## config.mk

```make
export PLATFORM = sky130hd
export DESIGN_NAME = rmq_branch
export DESIGN_NICKNAME = d
export VERILOG_FILES = /design/src/rtl/rmq_pkg.sv /design/src/rtl/rmq_branch.sv
export SDC_FILE = /design/constraint.sdc
export NUM_CORES = 1
export LEC_CHECK = 0
export ABC_AREA = 1
export BUFFER_PORTS_ARGS = -buffer_cell sky130_fd_sc_hd__buf_2
export CORE_MARGIN = 1
export CORE_UTILIZATION = 55
export CTS_CLUSTER_DIAMETER = 150
export DETAILED_ROUTE_END_ITERATION = 6
export PLACE_DENSITY = 0.77
export RECOVER_POWER = 25
export SLEW_MARGIN = 20
export SYNTH_ARGS = -nofsm -noshare
export SYNTH_HDL_FRONTEND = slang
export SYNTH_SLANG_ARGS = --single-unit
```

## constraint.sdc

```tcl
create_clock -name i_clk -period 7.7 [get_ports i_clk]
set_clock_uncertainty 0.2 [all_clocks]
set_input_delay 1.54 -clock i_clk [delete_from_list [all_inputs] [get_ports i_clk]]
set_output_delay 1.54 -clock i_clk [all_outputs]
set_load 0.1 [all_outputs]
```

## src/rtl/rmq_pkg.sv

```systemverilog
// Shared constants and width helpers for the rotation matrix to quaternion block.
// No dependencies; used by every file in rtl/.
package rmq_pkg;

    localparam int DATA_WIDTH_DEF = 16;
    localparam int FRAC_BITS_DEF  = 14;
    localparam int NUM_ENTRIES    = 9;
    localparam int NUM_COMPS      = 4;

    // entry order in the request word
    localparam int M00 = 0;
    localparam int M01 = 1;
    localparam int M02 = 2;
    localparam int M10 = 3;
    localparam int M11 = 4;
    localparam int M12 = 5;
    localparam int M20 = 6;
    localparam int M21 = 7;
    localparam int M22 = 8;

    // signed width that holds t and every raw component
    function automatic int t_width(input int dw, input int fb);
        return ((dw > fb) ? dw : fb + 1) + 3;
    endfunction

    function automatic int bytes_up(input int bits);
        return ((bits + 7) / 8) * 8;
    endfunction

endpackage

```

## src/rtl/rmq_branch.sv

```systemverilog
// Branch selection: picks the dominant axis, forms t and the four raw components.
// Depends on rmq_pkg. One register stage.
module rmq_branch #(
    parameter int DATA_WIDTH = rmq_pkg::DATA_WIDTH_DEF,
    parameter int FRAC_BITS  = rmq_pkg::FRAC_BITS_DEF,
    parameter int TW         = rmq_pkg::t_width(rmq_pkg::DATA_WIDTH_DEF,
                                                rmq_pkg::FRAC_BITS_DEF)
) (
    input  logic                         i_clk,
    input  logic                         i_en,
    input  logic signed [DATA_WIDTH-1:0] i_m [rmq_pkg::NUM_ENTRIES],
    output logic signed [TW-1:0]         o_t,
    output logic signed [TW-1:0]         o_w,
    output logic signed [TW-1:0]         o_x,
    output logic signed [TW-1:0]         o_y,
    output logic signed [TW-1:0]         o_z,
    output logic                         o_bad
);

    logic signed [TW-1:0] e [rmq_pkg::NUM_ENTRIES];
    logic signed [TW-1:0] one;
    logic signed [TW-1:0] n_t, n_w, n_x, n_y, n_z;
    logic signed [TW-1:0] r_t, r_w, r_x, r_y, r_z;
    logic                 r_bad;

    always_comb begin
        for (int k = 0; k < rmq_pkg::NUM_ENTRIES; k++) begin
            e[k] = TW'(i_m[k]);
        end
    end

    assign one = TW'(1) <<< FRAC_BITS;

    always_comb begin
        if (e[rmq_pkg::M22] < 0) begin
            if (e[rmq_pkg::M00] > e[rmq_pkg::M11]) begin
                n_t = one + e[rmq_pkg::M00] - e[rmq_pkg::M11] - e[rmq_pkg::M22];
                n_x = n_t;
                n_y = e[rmq_pkg::M01] + e[rmq_pkg::M10];
                n_z = e[rmq_pkg::M02] + e[rmq_pkg::M20];
                n_w = e[rmq_pkg::M21] - e[rmq_pkg::M12];
            end else begin
                n_t = one - e[rmq_pkg::M00] + e[rmq_pkg::M11] - e[rmq_pkg::M22];
                n_x = e[rmq_pkg::M01] + e[rmq_pkg::M10];
                n_y = n_t;
                n_z = e[rmq_pkg::M12] + e[rmq_pkg::M21];
                n_w = e[rmq_pkg::M02] - e[rmq_pkg::M20];
            end
        end else begin
            if (e[rmq_pkg::M00] + e[rmq_pkg::M11] < 0) begin
                n_t = one - e[rmq_pkg::M00] - e[rmq_pkg::M11] + e[rmq_pkg::M22];
                n_x = e[rmq_pkg::M02] + e[rmq_pkg::M20];
                n_y = e[rmq_pkg::M12] + e[rmq_pkg::M21];
                n_z = n_t;
                n_w = e[rmq_pkg::M10] - e[rmq_pkg::M01];
            end else begin
                n_t = one + e[rmq_pkg::M00] + e[rmq_pkg::M11] + e[rmq_pkg::M22];
                n_x = e[rmq_pkg::M21] - e[rmq_pkg::M12];
                n_y = e[rmq_pkg::M02] - e[rmq_pkg::M20];
                n_z = e[rmq_pkg::M10] - e[rmq_pkg::M01];
                n_w = n_t;
            end
        end
    end

    always_ff @(posedge i_clk) begin
        if (i_en) begin
            r_t   <= n_t;
            r_w   <= n_w;
            r_x   <= n_x;
            r_y   <= n_y;
            r_z   <= n_z;
            r_bad <= (n_t <= 0);
        end
    end

    assign o_t   = r_t;
    assign o_w   = r_w;
    assign o_x   = r_x;
    assign o_y   = r_y;
    assign o_z   = r_z;
    assign o_bad = r_bad;

endmodule

```

==> flow_metrics.py, run 1 <==
metrics = {
    "placement": {
        "numPortBuffers": 241,
        "hpwlAfterDp_microns": 48500,
        "gp_congestion": 1.01,
        "placement.cell_area_sq_um": 17900,
        "dp_cells": 2946,
    },
    "logic_synthesis": {
        "synth_cells": 2378,
        "yosys.area_share.simple_pct": 25.1,
        "synth-edff-count": 96,
        "ys_ff_latch": 96,
        "synth_top_area_share_pct": 17.5,
        "async_flop_share_pct": 0,
        "muxShareOfSynthArea_pct": 0,
        "netlist_top_cells_area": "edfxtp_1 (18%), ha_1 (15%), nand2_1 (14%)",
        "ys_seq_area_share_pct": 17.5,
        "synth_top_family_by_area": "simple AND/OR/NAND/NOR gates",
        "synth_flop_cell": "edfxtp_1",
        "syn_nets": 2803,
        "yosys.area_share.adder_pct": 24.6,
        "ys_warn_count": 0,
        "synth_xor_area_share_pct": 7.23,
        "synth_area_sq_um": 16500,
        "synth_area_per_cell_sq_um": 6.93,
        "yosys.area.top_type": "edfxtp_1",
        "synth_cell_type_count": 54,
        "synth-compound-area-share_pct": 15.1,
    },
    "routing": {
        "routed_wl_microns": 57800,
        "antenna_left": 0,
        "num_vias": 17000,
        "vias_per_cell": 5.74,
        "first_pass_iters": 6,
        "wire_per_inst_microns": 19.5,
        "first_iter_violations": 2104,
        "drc_errors": 0,
    },
    "setup_path": {
        "crit_slowest_cell": "fa_1",
        "critical_path_class": "primary input to flop",
        "endpoint": "o_bad",
        "start_kind": "primary input",
        "max_stage_delay_ns": 0.49,
        "cp.required_ns": 7.72,
        "cp_max_fo": 6,
        "critPathArrivalTime_ns": 5.94,
        "cp-startpoint": "i_m[128]",
        "end_kind": "flop",
    },
    "die": {
        "row_count": 62,
        "core_sq_um": 29100,
        "io_pins": 242,
        "die_area_sq_um": 30600,
        "start_util_pct": 56.6,
        "die_h_microns": 175,
        "die_w_microns": 175,
    },
    "clocking": {
        "cts_made_buffers": 9,
        "path_clk_slew_ns": 0.08,
        "ctsResizeCount": 0,
        "cts_tree": "done",
        "cts_setup_buffers": 0,
        "clockBufferDepth": 2,
        "holdBufCountCts": 0,
        "cts_max_level": 3,
        "cts_root_buffer": "clkbuf_16",
        "clock_sinks": 96,
    },
    "timing": {
        "timing_hold_violations_final": 0,
        "worstMarginPinSlew_ns": 1.36,
        "rsz0062_at_grt": "false",
        "min_period_ns": 5.91,
        "fmax_mhz": 169,
        "min_period_over_period_pct": 76.8,
        "tns_ns": 0,
        "relSlewSlack_pct": 9.21,
        "setup_viol": 0,
        "drv_slew": 0,
    },
    "final_layout": {
        "final_nets": 2998,
        "final_common_cell": "nand2_1",
        "design_area_sq_um": 18100,
        "fill_cells": 2762,
        "syn_to_final_growth_pct": 10.1,
        "fin_cells": 2962,
        "drive_above_1_share_pct": 9.54,
        "final_cell_mix": "nand2_1 (607), inv_1 (364), a21oi_1 (206)",
        "antenna_cells": 0,
        "fin_util_pct": 62.4,
    },
    "power": {
        "p_per_area_nw_per_um2": 231,
        "ir_drop_mv": 0.216,
        "p_leak_nw": 9.55,
    },
    "min_path": {
        "hp-class": "primary input to flop",
    },
    "global_routing": {
        "antenna_found_initial": 1,
        "grt_pass1_wl_microns": 86400,
        "grt_max_degree": 97,
        "grt_usage_pct": 37.1,
        "grt_overflow": 0,
        "grt_pass1_vias": 15500,
    },
    "status": {
        "outcome": "finished clean",
    },
    "flow_run": {
        "cap_violations": 0,
    },
}
sequential cells by signal (all words and copies together) (netlist names):
signal  flops
o_bad       1
o_y        19
o_w        19
o_x        19
o_t        19
o_z        19
worst min-delay path by stage:
stage	startpoint	endpoint	slack, ns	cells after the start
2_1_floorplan	i_en	o_bad	1.45	0
3_3_place_gp	i_en	o_w[2]	1.76	1
3_5_place_dp	i_en	o_x[4]	1.77	1
4_1_cts	i_en	o_z[5]	1.40	1
5_1_grt	i_m[48]	o_w[0]	1.62	5
6_report	i_m[48]	o_w[0]	1.59	5
layout make-up:
class / count / area [sq um] / area share [%]
inverter: 372 / 1400 / 7.70
tap: 384 / 480 / 2.65
sequential: 96 / 2880 / 15.9
clock buffer: 9 / 225 / 1.24
multi-input combinational: 1847 / 11900 / 65.5
timing repair buffer: 247 / 1180 / 6.53
clock inverter: 7 / 97.6 / 0.538
synthesized netlist by cell type, types with 8 or more instances:
master    number
a21o_1        15
a21oi_1      206
a31oi_1       34
a32oi_1        8
buf_2         22
clkbuf_1      28
edfxtp_1      96
fa_1          75
ha_1         204
inv_1        364
nand2_1      607
nand3_1      151
nand4_1       18
nor2_1       145
nor3_1        30
o211ai_1       8
o21ai_0       81
o21ai_1       33
o21bai_1      16
xnor2_1       16
xor2_1       120
metrics by stage:
step / hold WS, ns / total power, mW / setup slack, ns
finish: 1.59 / 4.19 / 1.79
global route: 1.62 / 4.42 / 1.49
CTS: 1.40 / 4.15 / 1.93
global placement: 1.76 / 3.63 / 1.71
floorplan: 1.45 / 2.91 / 2.53
detailed placement: 1.77 / 3.65 / 1.60
kinds of logic after synthesis:
| family | Yosys count |
|---|---|
| xor+xnor | 136 |
| simple gates | 993 |
| fa+ha+maj | 279 |
| buf+inv | 435 |
| flops | 96 |
| compound gates | 439 |
critical path: cells and delay by family:
kind                     cells  cell delay (ns)
XOR/XNOR                     2             0.32
AND/OR/NAND/NOR             14             2.32
buffers and inverters        5             0.53
adder cells (fa/ha/maj)      3             1.08
AO/OA/AOI/OAI                1             0.15
where the power goes:
part | leakage (nW) | internal [mW] | switching, mW | total, mW
logic | 8.46 | 0.709 | 2.21 | 2.92
registers | 0.938 | 0.727 | 0.0510 | 0.778
clock network | 0.158 | 0.263 | 0.233 | 0.497
layer usage:
metal	share of wire [%]	global-route usage, %
met5	0	0
met4	3.1	10.0
met3	10	6.94
met2	44	58.8
met1	43	51.4
Power figures use the tool's default switching activity.
==> inputs of run 2 (changes only) <==
Settings changed: CORE_UTILIZATION 55 to 54, PLACE_DENSITY 0.77 to 0.79.
Clock period 7.7 ns to 5.2 ns, I/O delays scaled along.
==> run 2 against run 1 <==
Compared with the run above: sequential cell count stayed put; worst setup slack worse by 1.4 ns; global-route usage is 0.33 points higher; clock-buffer cell count stayed put; largest cell class unchanged; final cell count is 2.5% higher; non-clock buffer count is 67 higher; combinational power is 55% higher; worst hold slack worse by 0.59 ns; die area is 1.8% higher; sequential share of layout area is 0.53 points lower; the flow now finishes with violations (capacitance limit, slew limit); wire length is 2.4% higher; total power is 52% higher.
==> flow_metrics.py, run 2 (synthesis results as in run 1) <==
metrics = {
    "min_path": {
        "hp-start": "i_m[15]",
        "min_path_cells": 4,
        "holdPathEnd": "o_w[16]",
        "hp-class": "primary input to flop",
    },
    "clocking": {
        "clock_sinks": 96,
        "cts_made_buffers": 9,
        "cts_tree": "done",
        "cts_max_level": 3,
        "holdBufCountCts": 0,
        "clockBufferDepth": 2,
        "path_clk_slew_ns": 0.08,
        "cts_root_buffer": "clkbuf_16",
    },
    "final_layout": {
        "syn_to_final_growth_pct": 13.9,
        "drive_above_1_share_pct": 13.9,
        "final_nets": 3065,
        "fin_util_pct": 63.0,
        "antenna_cells": 0,
        "final_common_cell": "nand2_1",
        "multi_input_area_sq_um": 11900,
        "regArea_sq_um": 2880,
        "design_area_sq_um": 18800,
        "final_cell_mix": "nand2_1 (606), inv_1 (364), buf_2 (233)",
        "fill_cells": 2856,
    },
    "power": {
        "p_per_area_nw_per_um2": 340,
        "p_leak_nw": 9.99,
        "ir_drop_mv": 0.291,
    },
    "placement": {
        "gp_congestion": 1.01,
        "placement.cell_area_sq_um": 18400,
        "numPortBuffers": 241,
        "hpwlAfterDp_microns": 50100,
    },
    "timing": {
        "worstMarginPinSlew_ns": 3.88,
        "rsz0062_at_grt": "false",
        "relSlewSlack_pct": -159,
        "fmax_mhz": 207,
        "min_period_ns": 4.84,
        "drv_slew": 67,
        "setup_viol": 0,
        "whs_ns": 0.999,
        "timing_hold_violations_final": 0,
        "min_period_over_period_pct": 93.0,
    },
    "global_routing": {
        "grt_pass1_vias": 16100,
        "grt_pass1_wl_microns": 88700,
        "grt_usage_pct": 37.4,
        "antenna_found_initial": 1,
        "grt_max_degree": 92,
        "grt_overflow": 0,
    },
    "routing": {
        "num_vias": 17300,
        "first_pass_iters": 6,
        "wire_per_inst_microns": 19.5,
        "antenna_left": 0,
        "vias_per_cell": 5.70,
        "first_iter_violations": 1933,
        "drc_errors": 0,
        "routed_wl_microns": 59200,
    },
    "setup_path": {
        "start_kind": "primary input",
        "critPathArrivalTime_ns": 4.75,
        "critical_path_class": "primary input to flop",
        "max_stage_delay_ns": 0.56,
        "cp.required_ns": 5.11,
        "crit_slowest_cell": "fa_2",
        "end_kind": "flop",
        "cp_max_fo": 4,
    },
    "flow_run": {
        "cap_violations": 1,
    },
    "die": {
        "io_pins": 242,
        "die_w_microns": 177,
        "die_h_microns": 177,
        "core_sq_um": 29800,
        "row_count": 63,
        "die_area_sq_um": 31200,
        "start_util_pct": 55.3,
    },
    "status": {
        "violations": "capacitance limit, slew limit",
        "outcome": "complete, but fails checks",
    },
}
==> run 2: cell count changes in the layout (fill, tap and decap cells not counted), moves of 2 or more <==
cell,change
nor3_1,-2
buf_4,+65
buf_12,+2
nor2_1,-4
clkinvlp_4,+2
buf_2,+45
clkbuf_1,-45
clkinv_4,-2
nor2_2,+2
nor2_4,+2
nor3_2,+2
==> run 2: how the worst max path moves through the flow <==
stage,startpoint,to,slack (ns),cells past startpoint
floorplan,i_m[132],o_bad,0.53,19
global placement,i_m[128],o_bad,-0.10,26
detailed placement,i_m[129],o_bad,-0.22,26
CTS,i_m[129],o_bad,0.14,26
global route,i_m[129],o_bad,0.002,23
finish,i_m[129],o_bad,0.36,26
==> run 2: routing by layer <==
layer | GRT usage (%) | share of wire (%)
met1 | 51.7 | 43
met2 | 60.9 | 45
met3 | 5.88 | 9.5
met4 | 9.05 | 2.5
met5 | 0 | 0
==> run 2: per-stage QoR <==
stage | TNS (ns) | worst slack [ns] | instances | power, mW
after floorplan | 0 | 0.525 | 2378 | 4.31
after CTS | 0 | 0.136 | 3035 | 6.29
final | 0 | 0.363 | 3035 | 6.38
after detailed placement | -0.321 | -0.220 | 3019 | 5.59
after global routing | 0 | 0.00204 | 3035 | 6.73
after global placement | -0.160 | -0.101 | 3019 | 5.56
==> run 2: critical path, delay by kind of cell <==
kind	cells	cell delay, ns
simple gates	15	1.79
xor+xnor	1	0.33
compound gates	2	0.17
fa+ha+maj	3	1.03
buf+inv	5	0.39
==> run 2: what timing repair did <==
item / in CTS / in global routing
resized for setup: 0 / 13
setup endpoints to repair: 0 / 9
buffers inserted: 0 / 0
==> run 2: cell type report <==
class	instances	share of cell area [%]
multi-input cells	1847	63.6
flip-flops and latches	96	15.4
repair buffers	314	9.43
inverters	372	7.44
well taps	390	2.60
clock buffers	9	1.20
clock inverters	7	0.393
==> run 2: power by group <==
group / switching (mW) / internal (mW) / total, mW
Combinational: 3.33 / 1.21 / 4.53
Clock: 0.349 / 0.341 / 0.690
Sequential: 0.0799 / 1.08 / 1.16
